`src/hdl/pbfe_pkg.sv`:
```
// Package for the playback transport fade envelope: field widths, codes, words, helpers.
package pbfe_pkg;

  // Field widths fixed by the interface
  localparam int GAIN_W  = 20;
  localparam int POS_W   = 40;
  localparam int MS_W    = 16;
  localparam int FR_W    = 16;
  localparam int SR_W    = 18;
  localparam int CNT_W   = 32;
  localparam int TS_W    = 3;
  localparam int ACT_W   = 4;
  localparam int CFG_IDX_W = 3;
  localparam int CFG_DAT_W = 40;

  // Shared mul/div unit operand widths
  localparam int MD_A_W = 20;
  localparam int MD_B_W = 32;

  // Milliseconds per second, divisor for ms-to-samples
  localparam logic [MD_B_W-1:0] MS_PER_S = 32'd1000;

  // Actions
  localparam logic [ACT_W-1:0] ACT_PLAY      = 4'd0;
  localparam logic [ACT_W-1:0] ACT_STOP      = 4'd1;
  localparam logic [ACT_W-1:0] ACT_STOP_NOW  = 4'd2;
  localparam logic [ACT_W-1:0] ACT_PAUSE     = 4'd3;
  localparam logic [ACT_W-1:0] ACT_RESUME    = 4'd4;
  localparam logic [ACT_W-1:0] ACT_SET_GAIN  = 4'd5;
  localparam logic [ACT_W-1:0] ACT_SEEK      = 4'd6;
  localparam logic [ACT_W-1:0] ACT_STOP_FADE = 4'd7;
  localparam logic [ACT_W-1:0] ACT_RENDER    = 4'd8;

  // Transport states
  localparam logic [TS_W-1:0] TS_STOPPED  = 3'd0;
  localparam logic [TS_W-1:0] TS_FADE_IN  = 3'd1;
  localparam logic [TS_W-1:0] TS_PLAYING  = 3'd2;
  localparam logic [TS_W-1:0] TS_FADE_OUT = 3'd3;
  localparam logic [TS_W-1:0] TS_PAUSED   = 3'd4;

  // Configuration register indexes
  localparam logic [CFG_IDX_W-1:0] CFG_SAMPLE_RATE   = 3'd0;
  localparam logic [CFG_IDX_W-1:0] CFG_FADE_IN_MS    = 3'd1;
  localparam logic [CFG_IDX_W-1:0] CFG_FADE_OUT_MS   = 3'd2;
  localparam logic [CFG_IDX_W-1:0] CFG_OUT_POINT     = 3'd3;
  localparam logic [CFG_IDX_W-1:0] CFG_LOOP_ENABLE   = 3'd4;
  localparam logic [CFG_IDX_W-1:0] CFG_LOOP_IN       = 3'd5;
  localparam logic [CFG_IDX_W-1:0] CFG_SOURCE_LOADED = 3'd6;

  // Input word
  typedef struct packed {
    logic [ACT_W-1:0]  action;
    logic [GAIN_W-1:0] gain_value;
    logic [POS_W-1:0]  position;
    logic [MS_W-1:0]   fade_ms;
    logic [FR_W-1:0]   frames_requested;
    logic [FR_W-1:0]   frames_delivered;
    logic              source_at_end;
  } in_word_t;

  // Result word
  typedef struct packed {
    logic [TS_W-1:0]   transport;
    logic [GAIN_W-1:0] block_gain_start;
    logic [GAIN_W-1:0] block_gain_end;
    logic [FR_W-1:0]   frames_used;
    logic [POS_W-1:0]  playhead;
    logic              seek_request;
    logic [POS_W-1:0]  seek_frame;
    logic              natural_end;
  } out_word_t;

  // Request to the shared unit: quot = mcand * mplier / divisor
  typedef struct packed {
    logic              start;
    logic [MD_A_W-1:0] mcand;
    logic [MD_B_W-1:0] mplier;
    logic [MD_B_W-1:0] divisor;
  } md_req_t;

  // Magnitude of the ramp span between two gains
  function automatic logic [GAIN_W-1:0] gain_absdiff(input logic [GAIN_W-1:0] a,
                                                     input logic [GAIN_W-1:0] b);
    return (b >= a) ? (b - a) : (a - b);
  endfunction

  // Apply the scaled offset toward b, truncated toward zero
  function automatic logic [GAIN_W-1:0] interp_apply(input logic [GAIN_W-1:0] a,
                                                     input logic [GAIN_W-1:0] b,
                                                     input logic [MD_B_W-1:0] q);
    return (b >= a) ? (a + q[GAIN_W-1:0]) : (a - q[GAIN_W-1:0]);
  endfunction

endpackage

```
`src/hdl/pbfe_in_if.sv`:
```
// Input event channel: valid/ready with one event word.
interface pbfe_in_if;
  logic                 valid;
  logic                 ready;
  pbfe_pkg::in_word_t   data;

  modport source (output valid, output data, input ready);
  modport sink   (input valid, input data, output ready);
endinterface

```
`src/hdl/pbfe_out_if.sv`:
```
// Result channel: valid/ready with one result word.
interface pbfe_out_if;
  logic                 valid;
  logic                 ready;
  pbfe_pkg::out_word_t  data;

  modport source (output valid, output data, input ready);
  modport sink   (input valid, input data, output ready);
endinterface

```
`src/hdl/playback_transport_fade_envelope_top.sv`:
```
// Top level: transport controller and gain envelope for one audio cue.
// Events without arithmetic pass through accept, decode and report;
// each use of the shared mul/div unit adds a shift-add multiply and a restoring divide.
// A render takes up to three unit passes; play/stop with a fade take one.
// One event at a time: the sequencer and the single mul/div unit set the throughput.
// Reset is synchronous, active low; control, config and transport registers reset, per-event working registers do not.
module playback_transport_fade_envelope_top #(
  parameter int GAIN_FRAC_BITS = 16,
  parameter int SLEW_MS        = 50
) (
  input  logic                              clk,
  input  logic                              rst_n,
  pbfe_in_if.sink                           in_chan,
  pbfe_out_if.source                        out_chan,
  input  logic                              cfg_we,
  input  logic [pbfe_pkg::CFG_IDX_W-1:0]    cfg_index,
  input  logic [pbfe_pkg::CFG_DAT_W-1:0]    cfg_data
);

  localparam int GW  = pbfe_pkg::GAIN_W;
  localparam int PW  = pbfe_pkg::POS_W;
  localparam int MW  = pbfe_pkg::MS_W;
  localparam int FW  = pbfe_pkg::FR_W;
  localparam int SW  = pbfe_pkg::SR_W;
  localparam int CW  = pbfe_pkg::CNT_W;
  localparam int TW  = pbfe_pkg::TS_W;
  localparam int MAW = pbfe_pkg::MD_A_W;
  localparam int MBW = pbfe_pkg::MD_B_W;
  localparam logic [GW-1:0]  UNITY_GAIN = GW'(64'd1 << GAIN_FRAC_BITS);
  localparam logic [MAW-1:0] SLEW_OPND  = MAW'(SLEW_MS);
  localparam logic [PW-1:0]  POS_MAX    = {PW{1'b1}};

  typedef enum logic [3:0] {
    ST_IDLE, ST_DECODE, ST_TOTAL, ST_R_NOW, ST_R_END, ST_R_RAMP, ST_R_SLEW, ST_R_POS,
    ST_REPORT
  } seq_state_t;

  // Configuration registers
  logic [SW-1:0] sample_rate_r, sample_rate_nxt;
  logic [MW-1:0] fade_in_ms_r, fade_in_ms_nxt;
  logic [MW-1:0] fade_out_ms_r, fade_out_ms_nxt;
  logic [PW-1:0] out_point_r, out_point_nxt;
  logic          loop_enable_r, loop_enable_nxt;
  logic [PW-1:0] loop_in_r, loop_in_nxt;
  logic          src_loaded_r, src_loaded_nxt;

  // Transport and envelope state
  seq_state_t    fsm_r, fsm_nxt;
  logic [TW-1:0] ts_r, ts_nxt;
  logic [GW-1:0] gcur_r, gcur_nxt;
  logic [GW-1:0] gtgt_r, gtgt_nxt;
  logic [GW-1:0] ffrom_r, ffrom_nxt;
  logic [GW-1:0] fto_r, fto_nxt;
  logic [CW-1:0] ftotal_r, ftotal_nxt;
  logic [CW-1:0] felap_r, felap_nxt;
  logic [PW-1:0] pos_r, pos_nxt;
  logic          fnat_r, fnat_nxt;
  logic          ended_r, ended_nxt;
  logic          seek_req_r, seek_req_nxt;
  logic [PW-1:0] seek_at_r, seek_at_nxt;

  // Per-event working registers
  pbfe_pkg::in_word_t  item_r, item_nxt;
  pbfe_pkg::out_word_t out_r, out_nxt;
  logic                out_valid_r, out_valid_nxt;
  logic                rendered_r, rendered_nxt;
  logic [FW-1:0]       nread_r, nread_nxt;
  logic [CW-1:0]       ne_r, ne_nxt;
  logic [GW-1:0]       now_r, now_nxt;
  logic [GW-1:0]       end_r, end_nxt;

  // Shared unit
  pbfe_pkg::md_req_t   md_req;
  logic                md_done;
  logic [MBW-1:0]      md_q;

  // Combinational helpers
  logic                do_halt;
  logic                do_fade;
  logic [GW-1:0]       bf_from;
  logic [GW-1:0]       bf_to;
  logic [MW-1:0]       bf_ms;
  logic [TW-1:0]       bf_ts;
  logic [CW:0]         ne_sum;
  logic [MBW-1:0]      ramp;
  logic [GW-1:0]       ramp_gain;
  logic [PW:0]         pos_sum;
  logic [PW-1:0]       pos_new;
  logic                hit;
  logic                active;

  pbfe_muldiv u_muldiv (
    .clk   (clk),
    .rst_n (rst_n),
    .req   (md_req),
    .done  (md_done),
    .quot  (md_q)
  );

  assign in_chan.ready  = (fsm_r == ST_IDLE);
  assign out_chan.valid = out_valid_r;
  assign out_chan.data  = out_r;

  assign active = src_loaded_r && ((ts_r == pbfe_pkg::TS_FADE_IN) ||
                  (ts_r == pbfe_pkg::TS_PLAYING) || (ts_r == pbfe_pkg::TS_FADE_OUT));
  assign ne_sum    = {1'b0, felap_r} + (CW + 1)'(item_r.frames_requested);
  assign ramp      = (md_q == '0) ? MBW'(1) : md_q;
  assign ramp_gain = pbfe_pkg::interp_apply(now_r, gtgt_r, md_q);
  assign pos_sum   = {1'b0, pos_r} + (PW + 1)'(nread_r);
  assign pos_new   = pos_sum[PW] ? POS_MAX : pos_sum[PW-1:0];
  assign hit       = (out_point_r != '0) && (pos_new >= out_point_r);

  always_comb begin
    sample_rate_nxt = sample_rate_r;
    fade_in_ms_nxt  = fade_in_ms_r;
    fade_out_ms_nxt = fade_out_ms_r;
    out_point_nxt   = out_point_r;
    loop_enable_nxt = loop_enable_r;
    loop_in_nxt     = loop_in_r;
    src_loaded_nxt  = src_loaded_r;
    fsm_nxt       = fsm_r;
    ts_nxt        = ts_r;
    gcur_nxt      = gcur_r;
    gtgt_nxt      = gtgt_r;
    ffrom_nxt     = ffrom_r;
    fto_nxt       = fto_r;
    ftotal_nxt    = ftotal_r;
    felap_nxt     = felap_r;
    pos_nxt       = pos_r;
    fnat_nxt      = fnat_r;
    ended_nxt     = ended_r;
    seek_req_nxt  = seek_req_r;
    seek_at_nxt   = seek_at_r;
    item_nxt      = item_r;
    out_nxt       = out_r;
    out_valid_nxt = out_valid_r;
    rendered_nxt  = rendered_r;
    nread_nxt     = nread_r;
    ne_nxt        = ne_r;
    now_nxt       = now_r;
    end_nxt       = end_r;
    md_req        = '0;
    do_halt       = 1'b0;
    do_fade       = 1'b0;
    bf_from       = gcur_r;
    bf_to         = '0;
    bf_ms         = fade_out_ms_r;
    bf_ts         = pbfe_pkg::TS_FADE_OUT;

    // Configuration writes
    if (cfg_we) begin
      case (cfg_index)
        pbfe_pkg::CFG_SAMPLE_RATE:   sample_rate_nxt = cfg_data[SW-1:0];
        pbfe_pkg::CFG_FADE_IN_MS:    fade_in_ms_nxt  = cfg_data[MW-1:0];
        pbfe_pkg::CFG_FADE_OUT_MS:   fade_out_ms_nxt = cfg_data[MW-1:0];
        pbfe_pkg::CFG_OUT_POINT:     out_point_nxt   = cfg_data[PW-1:0];
        pbfe_pkg::CFG_LOOP_ENABLE:   loop_enable_nxt = cfg_data[0];
        pbfe_pkg::CFG_LOOP_IN:       loop_in_nxt     = cfg_data[PW-1:0];
        pbfe_pkg::CFG_SOURCE_LOADED: src_loaded_nxt  = cfg_data[0];
        default: ;
      endcase
    end

    // Result word taken downstream
    if (out_valid_r && out_chan.ready) begin
      out_valid_nxt = 1'b0;
    end

    case (fsm_r)
      ST_IDLE: begin
        if (in_chan.valid) begin
          item_nxt = in_chan.data;
          fsm_nxt  = ST_DECODE;
        end
      end

      // Decode the event; most finish here
      ST_DECODE: begin
        seek_req_nxt = 1'b0;
        seek_at_nxt  = '0;
        rendered_nxt = 1'b0;
        fsm_nxt      = ST_REPORT;
        case (item_r.action)
          pbfe_pkg::ACT_PLAY: begin
            if (src_loaded_r && (ts_r != pbfe_pkg::TS_PLAYING) &&
                (ts_r != pbfe_pkg::TS_FADE_IN)) begin
              ended_nxt = 1'b0;
              fnat_nxt  = 1'b0;
              if (fade_in_ms_r != '0) begin
                do_fade = 1'b1;
                bf_from = '0;
                bf_to   = gtgt_r;
                bf_ms   = fade_in_ms_r;
                bf_ts   = pbfe_pkg::TS_FADE_IN;
              end else begin
                gcur_nxt = gtgt_r;
                ts_nxt   = pbfe_pkg::TS_PLAYING;
              end
            end
          end
          pbfe_pkg::ACT_STOP: begin
            if (ts_r == pbfe_pkg::TS_FADE_OUT) begin
              do_halt = 1'b1;
            end else if (ts_r != pbfe_pkg::TS_STOPPED) begin
              fnat_nxt = 1'b0;
              if (fade_out_ms_r != '0) begin
                do_fade = 1'b1;
              end else begin
                do_halt = 1'b1;
              end
            end
          end
          pbfe_pkg::ACT_STOP_NOW: begin
            do_halt = 1'b1;
          end
          pbfe_pkg::ACT_PAUSE: begin
            if ((ts_r == pbfe_pkg::TS_PLAYING) || (ts_r == pbfe_pkg::TS_FADE_IN)) begin
              ts_nxt = pbfe_pkg::TS_PAUSED;
            end
          end
          pbfe_pkg::ACT_RESUME: begin
            if (ts_r == pbfe_pkg::TS_PAUSED) begin
              ts_nxt = pbfe_pkg::TS_PLAYING;
            end
          end
          pbfe_pkg::ACT_SET_GAIN: begin
            gtgt_nxt = item_r.gain_value;
            if (ts_r == pbfe_pkg::TS_STOPPED) begin
              gcur_nxt = item_r.gain_value;
            end
          end
          pbfe_pkg::ACT_SEEK: begin
            pos_nxt      = item_r.position;
            seek_req_nxt = 1'b1;
            seek_at_nxt  = item_r.position;
          end
          pbfe_pkg::ACT_STOP_FADE: begin
            if ((ts_r != pbfe_pkg::TS_STOPPED) && (ts_r != pbfe_pkg::TS_FADE_OUT)) begin
              if (item_r.fade_ms != '0) begin
                do_fade = 1'b1;
                bf_ms   = item_r.fade_ms;
              end else begin
                do_halt = 1'b1;
              end
            end
          end
          pbfe_pkg::ACT_RENDER: begin
            if (active) begin
              rendered_nxt = 1'b1;
              nread_nxt    = (item_r.frames_delivered < item_r.frames_requested) ?
                             item_r.frames_delivered : item_r.frames_requested;
              now_nxt      = gcur_r;
              end_nxt      = gcur_r;
              if ((ts_r != pbfe_pkg::TS_PLAYING) && (ftotal_r != '0)) begin
                // Fade ramp: gain at the block start first
                ne_nxt         = (ne_sum > {1'b0, ftotal_r}) ? ftotal_r : ne_sum[CW-1:0];
                md_req.start   = 1'b1;
                md_req.mcand   = pbfe_pkg::gain_absdiff(ffrom_r, fto_r);
                md_req.mplier  = felap_r;
                md_req.divisor = ftotal_r;
                fsm_nxt        = ST_R_NOW;
              end else if (gtgt_r != gcur_r) begin
                // Slew: ramp length in samples
                md_req.start   = 1'b1;
                md_req.mcand   = SLEW_OPND;
                md_req.mplier  = MBW'(sample_rate_r);
                md_req.divisor = pbfe_pkg::MS_PER_S;
                fsm_nxt        = ST_R_RAMP;
              end else begin
                fsm_nxt = ST_R_POS;
              end
            end
          end
          default: ;
        endcase
      end

      // Fade length in samples arrives
      ST_TOTAL: begin
        if (md_done) begin
          ftotal_nxt = md_q;
          fsm_nxt    = ST_REPORT;
        end
      end

      ST_R_NOW: begin
        if (md_done) begin
          now_nxt        = pbfe_pkg::interp_apply(ffrom_r, fto_r, md_q);
          md_req.start   = 1'b1;
          md_req.mcand   = pbfe_pkg::gain_absdiff(ffrom_r, fto_r);
          md_req.mplier  = ne_r;
          md_req.divisor = ftotal_r;
          fsm_nxt        = ST_R_END;
        end
      end

      // Block end gain; finish the fade when its count runs out
      ST_R_END: begin
        if (md_done) begin
          end_nxt   = pbfe_pkg::interp_apply(ffrom_r, fto_r, md_q);
          felap_nxt = ne_r;
          if (ne_r >= ftotal_r) begin
            gcur_nxt = fto_r;
            if (ts_r == pbfe_pkg::TS_FADE_IN) begin
              ts_nxt = pbfe_pkg::TS_PLAYING;
            end else begin
              ts_nxt = pbfe_pkg::TS_STOPPED;
              if (fnat_r) begin
                fnat_nxt  = 1'b0;
                ended_nxt = 1'b1;
              end
            end
          end else begin
            gcur_nxt = pbfe_pkg::interp_apply(ffrom_r, fto_r, md_q);
          end
          fsm_nxt = ST_R_POS;
        end
      end

      ST_R_RAMP: begin
        if (md_done) begin
          if (MBW'(item_r.frames_requested) >= ramp) begin
            end_nxt  = gtgt_r;
            gcur_nxt = gtgt_r;
            fsm_nxt  = ST_R_POS;
          end else begin
            md_req.start   = 1'b1;
            md_req.mcand   = pbfe_pkg::gain_absdiff(gcur_r, gtgt_r);
            md_req.mplier  = MBW'(item_r.frames_requested);
            md_req.divisor = ramp;
            fsm_nxt        = ST_R_SLEW;
          end
        end
      end

      ST_R_SLEW: begin
        if (md_done) begin
          end_nxt  = ramp_gain;
          gcur_nxt = ramp_gain;
          fsm_nxt  = ST_R_POS;
        end
      end

      // Advance the playhead and handle the end of the block
      ST_R_POS: begin
        pos_nxt = pos_new;
        fsm_nxt = ST_REPORT;
        if (item_r.source_at_end || (nread_r < item_r.frames_requested) || hit) begin
          if (loop_enable_r) begin
            pos_nxt      = loop_in_r;
            seek_req_nxt = 1'b1;
            seek_at_nxt  = loop_in_r;
          end else if ((ts_r == pbfe_pkg::TS_PLAYING) || (ts_r == pbfe_pkg::TS_FADE_IN)) begin
            if (fade_out_ms_r != '0) begin
              fnat_nxt = 1'b1;
              do_fade  = 1'b1;
            end else begin
              fnat_nxt  = 1'b0;
              ended_nxt = 1'b1;
              ts_nxt    = pbfe_pkg::TS_STOPPED;
            end
          end
        end
      end

      // Load the result word once the output register is free
      ST_REPORT: begin
        if (!out_valid_r || out_chan.ready) begin
          out_nxt.transport        = ts_r;
          out_nxt.block_gain_start = rendered_r ? now_r : gcur_r;
          out_nxt.block_gain_end   = rendered_r ? end_r : gcur_r;
          out_nxt.frames_used      = rendered_r ? nread_r : '0;
          out_nxt.playhead         = pos_r;
          out_nxt.seek_request     = seek_req_r;
          out_nxt.seek_frame       = seek_req_r ? seek_at_r : '0;
          out_nxt.natural_end      = ended_r;
          out_valid_nxt            = 1'b1;
          ended_nxt                = 1'b0;
          fsm_nxt                  = ST_IDLE;
        end
      end

      default: begin
        fsm_nxt = ST_IDLE;
      end
    endcase

    // Immediate stop
    if (do_halt) begin
      fnat_nxt     = 1'b0;
      ended_nxt    = 1'b0;
      ts_nxt       = pbfe_pkg::TS_STOPPED;
      gcur_nxt     = gtgt_r;
      ftotal_nxt   = '0;
      felap_nxt    = '0;
      pos_nxt      = '0;
      seek_req_nxt = 1'b1;
      seek_at_nxt  = '0;
    end

    // Start a fade; its sample count comes from the shared unit
    if (do_fade) begin
      ffrom_nxt      = bf_from;
      fto_nxt        = bf_to;
      felap_nxt      = '0;
      gcur_nxt       = bf_from;
      ts_nxt         = bf_ts;
      md_req.start   = 1'b1;
      md_req.mcand   = MAW'(bf_ms);
      md_req.mplier  = MBW'(sample_rate_r);
      md_req.divisor = pbfe_pkg::MS_PER_S;
      fsm_nxt        = ST_TOTAL;
    end
  end

  always_ff @(posedge clk) begin
    if (!rst_n) begin
      sample_rate_r <= SW'(48000);
      fade_in_ms_r  <= '0;
      fade_out_ms_r <= '0;
      out_point_r   <= '0;
      loop_enable_r <= 1'b0;
      loop_in_r     <= '0;
      src_loaded_r  <= 1'b0;
      fsm_r         <= ST_IDLE;
      ts_r          <= pbfe_pkg::TS_STOPPED;
      gcur_r        <= UNITY_GAIN;
      gtgt_r        <= UNITY_GAIN;
      ffrom_r       <= '0;
      fto_r         <= '0;
      ftotal_r      <= '0;
      felap_r       <= '0;
      pos_r         <= '0;
      fnat_r        <= 1'b0;
      ended_r       <= 1'b0;
      seek_req_r    <= 1'b0;
      seek_at_r     <= '0;
      out_valid_r   <= 1'b0;
    end else begin
      sample_rate_r <= sample_rate_nxt;
      fade_in_ms_r  <= fade_in_ms_nxt;
      fade_out_ms_r <= fade_out_ms_nxt;
      out_point_r   <= out_point_nxt;
      loop_enable_r <= loop_enable_nxt;
      loop_in_r     <= loop_in_nxt;
      src_loaded_r  <= src_loaded_nxt;
      fsm_r         <= fsm_nxt;
      ts_r          <= ts_nxt;
      gcur_r        <= gcur_nxt;
      gtgt_r        <= gtgt_nxt;
      ffrom_r       <= ffrom_nxt;
      fto_r         <= fto_nxt;
      ftotal_r      <= ftotal_nxt;
      felap_r       <= felap_nxt;
      pos_r         <= pos_nxt;
      fnat_r        <= fnat_nxt;
      ended_r       <= ended_nxt;
      seek_req_r    <= seek_req_nxt;
      seek_at_r     <= seek_at_nxt;
      out_valid_r   <= out_valid_nxt;
    end
    item_r     <= item_nxt;
    out_r      <= out_nxt;
    rendered_r <= rendered_nxt;
    nread_r    <= nread_nxt;
    ne_r       <= ne_nxt;
    now_r      <= now_nxt;
    end_r      <= end_nxt;
  end

endmodule

```
`src/hdl/pbfe_muldiv.sv`:
```
// Shared sequential unit: floor(mcand * mplier / divisor), shift-add then restoring divide.
module pbfe_muldiv (
  input  logic                          clk,
  input  logic                          rst_n,
  input  pbfe_pkg::md_req_t             req,
  output logic                          done,
  output logic [pbfe_pkg::MD_B_W-1:0]   quot
);

  localparam int A_W       = pbfe_pkg::MD_A_W;
  localparam int B_W       = pbfe_pkg::MD_B_W;
  localparam int P_W       = A_W + B_W;
  localparam int MUL_STEPS = A_W;
  localparam int DIV_STEPS = B_W;
  localparam int STEP_W    = $clog2(DIV_STEPS);

  typedef enum logic [1:0] {MD_IDLE, MD_MUL, MD_DIV} md_state_t;

  md_state_t         st_r, st_nxt;
  logic [STEP_W-1:0] cnt_r, cnt_nxt;
  logic [A_W-1:0]    a_r, a_nxt;
  logic [B_W-1:0]    b_r, b_nxt;
  logic [B_W-1:0]    d_r, d_nxt;
  logic [P_W-1:0]    acc_r, acc_nxt;
  logic [B_W-1:0]    rem_r, rem_nxt;
  logic              done_r, done_nxt;

  logic [P_W-1:0]    mul_sum;
  logic [B_W:0]      div_t;
  logic [B_W:0]      div_diff;
  logic              div_ge;

  // One partial product per cycle, multiplicand MSB first
  assign mul_sum = {acc_r[P_W-2:0], 1'b0} + (a_r[A_W-1] ? P_W'(b_r) : '0);

  // One quotient bit per cycle; the high part must start below the divisor, which the unit does not check
  assign div_t    = {rem_r, acc_r[B_W-1]};
  assign div_diff = div_t - {1'b0, d_r};
  assign div_ge   = (div_t >= {1'b0, d_r});

  always_comb begin
    st_nxt   = st_r;
    cnt_nxt  = cnt_r;
    a_nxt    = a_r;
    b_nxt    = b_r;
    d_nxt    = d_r;
    acc_nxt  = acc_r;
    rem_nxt  = rem_r;
    done_nxt = 1'b0;
    case (st_r)
      MD_IDLE: begin
        if (req.start) begin
          a_nxt   = req.mcand;
          b_nxt   = req.mplier;
          d_nxt   = req.divisor;
          acc_nxt = '0;
          cnt_nxt = '0;
          st_nxt  = MD_MUL;
        end
      end
      MD_MUL: begin
        acc_nxt = mul_sum;
        a_nxt   = {a_r[A_W-2:0], 1'b0};
        cnt_nxt = cnt_r + 1'b1;
        if (cnt_r == STEP_W'(MUL_STEPS - 1)) begin
          rem_nxt = B_W'(mul_sum[P_W-1:B_W]);
          cnt_nxt = '0;
          st_nxt  = MD_DIV;
        end
      end
      MD_DIV: begin
        rem_nxt = div_ge ? div_diff[B_W-1:0] : div_t[B_W-1:0];
        acc_nxt = {acc_r[P_W-1:B_W], acc_r[B_W-2:0], div_ge};
        cnt_nxt = cnt_r + 1'b1;
        if (cnt_r == STEP_W'(DIV_STEPS - 1)) begin
          done_nxt = 1'b1;
          st_nxt   = MD_IDLE;
        end
      end
      default: begin
        st_nxt = MD_IDLE;
      end
    endcase
  end

  always_ff @(posedge clk) begin
    if (!rst_n) begin
      st_r   <= MD_IDLE;
      cnt_r  <= '0;
      done_r <= 1'b0;
    end else begin
      st_r   <= st_nxt;
      cnt_r  <= cnt_nxt;
      done_r <= done_nxt;
    end
    a_r   <= a_nxt;
    b_r   <= b_nxt;
    d_r   <= d_nxt;
    acc_r <= acc_nxt;
    rem_r <= rem_nxt;
  end

  assign done = done_r;
  assign quot = acc_r[B_W-1:0];

endmodule
```
`src/flat_wrapper.sv`:
```
// flat-port wrapper written by rule: the top's interface ports become plain ports
module playback_transport_fade_envelope_top_flat 
#(
  parameter int GAIN_FRAC_BITS = 16,
  parameter int SLEW_MS        = 50
)
  (clk, rst_n, cfg_we, cfg_index, cfg_data, in_chan_valid, in_chan_data, in_chan_ready, out_chan_valid, out_chan_data, out_chan_ready);
  pbfe_in_if in_chan_i ();
  pbfe_out_if out_chan_i ();
  input  logic clk;
  input  logic rst_n;
  input  logic cfg_we;
  input  logic [pbfe_pkg::CFG_IDX_W-1:0] cfg_index;
  input  logic [pbfe_pkg::CFG_DAT_W-1:0] cfg_data;
  input wire logic [$bits(in_chan_i.valid)-1:0] in_chan_valid;
  input wire logic [$bits(in_chan_i.data)-1:0] in_chan_data;
  output wire logic [$bits(in_chan_i.ready)-1:0] in_chan_ready;
  output wire logic [$bits(out_chan_i.valid)-1:0] out_chan_valid;
  output wire logic [$bits(out_chan_i.data)-1:0] out_chan_data;
  input wire logic [$bits(out_chan_i.ready)-1:0] out_chan_ready;
  assign in_chan_i.valid = in_chan_valid;
  assign in_chan_i.data = in_chan_data;
  assign in_chan_ready = in_chan_i.ready;
  assign out_chan_valid = out_chan_i.valid;
  assign out_chan_data = out_chan_i.data;
  assign out_chan_i.ready = out_chan_ready;
  playback_transport_fade_envelope_top #(.GAIN_FRAC_BITS(GAIN_FRAC_BITS), .SLEW_MS(SLEW_MS)) u_core (.clk(clk), .rst_n(rst_n), .in_chan(in_chan_i), .out_chan(out_chan_i), .cfg_we(cfg_we), .cfg_index(cfg_index), .cfg_data(cfg_data));
endmodule
```
`config.mk`:
```
export PLATFORM = sky130hd
export DESIGN_NAME = playback_transport_fade_envelope_top_flat
export DESIGN_NICKNAME = d
export VERILOG_FILES = /design/src/hdl/pbfe_pkg.sv /design/src/hdl/pbfe_in_if.sv /design/src/hdl/pbfe_out_if.sv /design/src/hdl/playback_transport_fade_envelope_top.sv /design/src/hdl/pbfe_muldiv.sv /design/src/flat_wrapper.sv
export SDC_FILE = /design/constraint.sdc
export NUM_CORES = 2
export LEC_CHECK = 0
export BUFFER_PORTS_ARGS = -buffer_cell sky130_fd_sc_hd__buf_2
export CORE_MARGIN = 5
export CORE_UTILIZATION = 50
export CTS_BUF_LIST = sky130_fd_sc_hd__clkbuf_16
export DETAILED_ROUTE_END_ITERATION = 6
export PLACE_DENSITY = 0.66
export REMOVE_ABC_BUFFERS = 1
export SYNTH_ARGS = -nofsm -noshare
export SYNTH_HDL_FRONTEND = slang
export SYNTH_SLANG_ARGS = --single-unit
```
`constraint.sdc`:
```
create_clock -name clk -period 26.1 [get_ports clk]
set_input_delay 1.305 -clock clk [delete_from_list [all_inputs] [get_ports clk]]
set_output_delay 1.305 -clock clk [all_outputs]
set_load 0.005 [all_outputs]
```
# Word-level counts from Yosys, hierarchy flattened
# Cells that the tools add are included.
# W data, S select, Z words.
[classes]
n_reduce_logical = 72
n_bitwise = 2
mux = 156
eq_ne = 87
n_lt_le_gt_ge = 10
add_sub_neg = 13
[ops]
columns = ["op", "n"]
rows = [
  ["$mux W85", 8],
  ["$mux W20", 28],
  ["$mux W40", 7],
  ["$pmux W85 S3", 1],
  ["$mux W32", 5],
  ["$pmux W20 S4", 2],
  ["$pmux W40 S2", 2],
  ["$pmux W51 S3", 1],
  ["$pmux W20 S2", 3],
  ["$sub A20 B20 Y20", 6],
  ["$mux W16", 6],
  ["$pmux W32 S2", 1],
  ["$ge A20 B20 Y1", 3],
  ["$add A52 B32 Y52", 1],
  ["$mux W51", 1],
  ["$reduce_bool A16 Y1", 3],
  ["$mux W1", 45],
  ["$mux W3", 15],
  ["$add A40 B16 Y41", 1],
  ["$add A20 B20 Y20", 2],
  ["$ge A40 B40 Y1", 1],
  ["$reduce_bool A40 Y1", 1],
  ["$mux W4", 9],
  ["$reduce_and A2 Y1", 18],
  ["63 further kinds", 170],
]
[word_totals]
in_bits = 161
wordCells = 392
register_bits = 885
output_inout_bits = 143

# Longest topological paths before layout
[depth]
ltp_word = 10
depth_mapped = 25
ltp_nobuf = 23

# By module
# A second synthesis with hierarchy kept.
[unflattened]
cells_unflattened = 5756
hier_area_um2 = 53055.9
[modules_own_cells]
columns = ["mod", "seq_area_each_um2", "instances", "area_each_um2", "cells_per_inst"]
rows = [
  ["playback_transport_fade_envelope_top", 17646.9, 1, 41637.4, 4639],
  ["pbfe_muldiv", 5175.0, 1, 11418.5, 1117],
]

# Least setup slack after synthesis
# No wires, ideal clock.
[synth_path]
path_type = "register to register"
from = "register u_core.nread_r[0]"
to = "register u_core.u_muldiv.b_r[0] (enable)"
n_path_buf = 4
period_less_slack_ps = 9860
setup_ps = 584
setup_slack_ps = 16240
t_required_ps = 25516
arrival_time_ps = 9277
stages_incl_launch_ff = 24
path_cell_list = "edfxtp_1 > ha_1 > fa_1 > a21oi_1 > o21bai_1 > a21oi_1 > o211ai_1 > a31oi_1 > nor2_1 > nand3b_1 > clkbuf_1 > buf_1 > nand2_1 > ha_1 > nand4_1 > o21ai_1 > a31oi_1 > o21a_1 > a211oi_1 > o311ai_1 > and2_1 > buf_4 > clkbuf_1 > a21boi_0"
[synth_between]
elab_chain_cells = 9
word_cells_on_any_way = 11
classes_between = "1 x add/sub; 2 x order compare; 4 x mux; 4 x reduce/logical"
[synth_lines]
columns = ["item", "line_no", "text"]
rows = [
  ["from (decl)", "playback_transport_fade_envelope_top.sv:67", "logic [FW-1:0] nread_r, nread_nxt;"],
  ["from (signal assigned)", "playback_transport_fade_envelope_top.sv:465", "nread_r <= nread_nxt;"],
  ["$add A40 B16 Y41", "playback_transport_fade_envelope_top.sv:109", "assign pos_sum = {1'b0, pos_r} + (PW + 1)'(nread_r);"],
  ["$mux W40", "playback_transport_fade_envelope_top.sv:110", "assign pos_new = pos_sum[PW] ? POS_MAX : pos_sum[PW-1:0];"],
  ["$ge A40 B40 Y1", "playback_transport_fade_envelope_top.sv:111", "assign hit = (out_point_r != '0) && (pos_new >= out_point_r);"],
  ["$logic_and A1 B1 Y1", "playback_transport_fade_envelope_top.sv:111", ""],
  ["$logic_or A1 B1 Y1 *", "playback_transport_fade_envelope_top.sv:348", "if (item_r.source_at_end || (nread_r < item_r.frames_requested) || hit) begin"],
  ["$mux W1 *", "playback_transport_fade_envelope_top.sv:348", ""],
  ["$pmux W1 S2 *", "playback_transport_fade_envelope_top.sv:169", "case (fsm_r)"],
  ["$mux W85 *", "playback_transport_fade_envelope_top.sv:402", "if (do_fade) begin"],
  ["$reduce_and A2 Y1 (no line) *", "--", ""],
  ["to (signal assigned)", "pbfe_muldiv.sv:97", "b_r <= b_nxt;"],
  ["to (decl)", "pbfe_muldiv.sv:22", "logic [B_W-1:0] b_r, b_nxt;"],
]
# Mark *: on every way between the ends. The rest lies on a longest branch, timed or not.
# A chain may end at the register's enable or synchronous reset.

# Final worst setup path
[layout_path]
from = "register u_core.nread_r[0]"
to = "register u_core.u_muldiv.b_r[9] (enable)"
# The elaborated chain is that of the path after synthesis.

==> impl_metrics.tcl <==
set metrics [dict create \
    muxShareOfSynthArea_pct 3.04 \
    placed_cell_area_um2 55000 \
    ctsRootBufferMaster "clkbuf_16" \
    synth_edf_count 510 \
    design.die.area_um2 111000 \
    clock_sinks 885 \
    cap_violations 0 \
    cts_made_buffers 100 \
    ys_types 100 \
    ant_nets 0 \
    grt_pass1_vias 42560 \
    hold_violations 0 \
    area.sequential_um2 22800 \
    finish.instance_area_um2 58300 \
    port_buffers 303 \
    yosysWarningCount 0 \
    startpoint_type "flip-flop" \
    cp_max_fo 42 \
    layout.nets 6371 \
    path_clk_slew_ns 0.06 \
    rsz0062_at_grt "false" \
    r2r_end "u_core.u_muldiv.b_r[9]" \
    drive_gt1_share_pct 10.8 \
    post-route-min-period_ns 8.22 \
    yosys.area_share.simple_pct 16.2 \
    hold_buffers 0 \
    synthXorXnorAreaFrac_pct 3.65 \
    synth_ff_type "edfxtp_1" \
    setup_ws_ns 17.88 \
    rr_worst_depth 22 \
    worst_ep_arrival_time_ns 8.56 \
    synth_seq_area_share_pct 43.8 \
    antenna_found_initial 9 \
    syn_area_per_cell_um2 9.31 \
    grt_remaining_overflow 0 \
    wire_per_inst_um 24.6 \
    area.growth.synth_to_final_pct 11.7 \
    drt_first_pass_iters 6 \
    cts_htree_levels 3 \
    status "completed" \
    power.leakage_uw 0.0230 \
    finClkSkew_ns 0.0363 \
    min_period_over_period_pct 31.5 \
    grt_max_degree 101 \
    clk_latency_ns 0.71 \
    timing.setup.tns_ns 0 \
    n_fill_cell 9333 \
    die_h_um 333 \
    synth_top_family_by_area "compound AO/OA/AOI/OAI gates" \
    min_path_type "reg2reg" \
    synthAdderAreaFrac_pct 9.71 \
    worst-setup-path-type "reg2reg" \
    drt_iter0_markers 4914 \
    slew_violations 0 \
    holdCritStartpoint "u_core.seek_at_r[33]" \
    core_area_um2 104000 \
    post-route-util_pct 56.2 \
    drc 0 \
    async_flop_share_pct 0 \
    multiInputGateArea_um2 27300 \
    cts_tree "done" \
    power-per-cell-area_nw_per_um2 55.3 \
    relSlewSlack_pct 7.94 \
    place.gp.congestion 0.951 \
    cts-resized-gates 0 \
    syn-cell-area_um2 52200 \
    most-common-layout-cells "nand2_1 (967), edfxtp_1 (510), ha_1 (389)" \
    crit_path_end_kind "flip-flop" \
    initial_core_util_pct 50.3 \
    synth_compound_area_share_pct 19.3 \
    final_common_cell "nand2_1" \
    vias 44411 \
    irDropWorstVdd_v 0.0000555 \
    setup_viol 0 \
    drt-vias-per-instance 6.10 \
    dieWidth_um 333 \
    holdPathEnd "u_core.seek_at_r[33]" \
    pin_count 304 \
    tightest_slew_ns 1.38 \
    cts_setup_buffers 0 \
    grt_usage_pct 31.2 \
    grt_pass1_wl_mm 268 \
    rows 118 \
    fmax_ghz 0.122 \
    post-place-ws_ns 17.81 \
    clock_path_buffers 3 \
    reg2reg_from "u_core.nread_r[0]" \
    ys_ff_latch 885 \
    cp.required_ns 26.44 \
    whs_path_depth 2 \
    wl_mm 179 \
    ff2ff_setup_slack_ns 17.88 \
    dp_hpwl_mm 134 \
    netlist_instances 5601 \
]
metrics by stage:
stage | instances | total power [uW] | hold WS (ns)
floorplan | 5335 | 1720 | 0.408
detailed placement | 7089 | 1840 | 0.435
global placement | 7089 | 1840 | 0.430
CTS | 7274 | 3230 | 0.454
global route | 7277 | 3320 | 0.467
finish | 7279 | 3220 | 0.449
worst max path at each step:
stage                            from                      to  slack, ns  depth (start not counted)
floorplan           u_core.nread_r[0]  u_core.u_muldiv.b_r[0]      15.76                         20
global placement    u_core.nread_r[0]  u_core.u_muldiv.b_r[2]      18.05                         23
detailed placement  u_core.nread_r[0]  u_core.u_muldiv.b_r[2]      17.81                         22
CTS                 u_core.nread_r[0]  u_core.u_muldiv.b_r[5]      17.79                         22
global route        u_core.nread_r[0]  u_core.u_muldiv.b_r[9]      17.42                         22
finish              u_core.nread_r[0]  u_core.u_muldiv.b_r[9]      17.88                         22
worst max-delay path: stages (launching register included):
cell and delay [ns]:
edfxtp_1 0.42, ha_1 0.26, fa_1 0.43, a21oi_1 0.22, o21bai_1 0.14, a21oi_1 0.23, o211ai_1 0.15, a31oi_1 0.70
nor2_1 0.45, nand3b_1 0.19, buf_4 0.40, and2_1 0.30, a31oi_1 0.14, ha_1 0.33, nand4_1 0.12, nor3_1 0.28
nand3_1 0.20, a211oi_1 0.61, o311ai_1 0.31, and2_1 0.25, buf_4 0.25, a21boi_4 0.86, buf_4 0.55
report_power, final:
group	switching, uW	internal (uW)
registers	37.4	1510
logic	173	95.1
clock network	606	800
synthesized netlist by cell type (47+ instances only):
master,number,area (um2)
nor2b_1,47,294
mux2_2,55,619
nand2b_1,57,357
a21o_1,129,968
a31oi_1,61,382
ha_1,389,4870
nand2_1,969,3640
nand3_1,116,581
edfxtp_1,510,15300
dfxtp_1,375,7510
and3_1,54,338
nand4_1,57,357
and2_1,114,713
clkbuf_1,217,815
o21a_1,54,405
nor3_1,65,325
xnor2_1,150,1310
nor4_1,51,319
inv_1,303,1140
nor2_1,236,886
o21ai_0,274,1370
a21oi_1,384,1920
xor2_1,65,569
mux2i_1,92,921
a21boi_0,156,1170
a22o_1,66,578
sequential cells by signal, indices dropped and copies added, names as in the netlist, 16 cells and up:
register,cells
u_core.felap_r,32
u_core.ffrom_r,20
u_core.ftotal_r,32
u_core.u_muldiv.acc_r,51
u_core.u_muldiv.rem_r,32
u_core.gtgt_r,20
u_core.fto_r,20
u_core.pos_r,40
u_core.now_r,20
u_core.u_muldiv.d_r,32
u_core.out_point_r,40
u_core.ne_r,32
u_core.item_r,113
u_core.nread_r,16
u_core.gcur_r,20
u_core.end_r,20
u_core.loop_in_r,40
u_core.seek_at_r,40
u_core.out_chan.data,141
u_core.fade_in_ms_r,16
u_core.u_muldiv.a_r,20
u_core.u_muldiv.b_r,32
u_core.fade_out_ms_r,16
u_core.sample_rate_r,18
cell families after synthesis:
group                      after synthesis
adders and majority gates              399
DFF                                    885
xor gates and xnor gates               216
buffers and inverters                  573
muxes                                  150
AOI/OAI and AO/OA                     1523
and+or+nand+nor                       1855
final cells by class:
type,count,area share (%)
Multi-Input combinational cell,4143,46.8
Sequential cell,885,39.2
Clock buffer,102,4.38
Timing Repair Buffer,374,3.52
Tap cell,1380,2.96
Inverter,307,1.98
Clock inverter,83,1.18
Antenna cell,5,0.0215
per-layer routing:
metal	share of wire (%)	up-vias	GRT usage, %
met5	0.0067	-	0
met3	8.6	371	5.57
met1	42	21314	42.8
met2	44	2071	49.3
li1	-	20653	-
met4	4.6	2	12.4
Power figures use the tool's default switching activity.
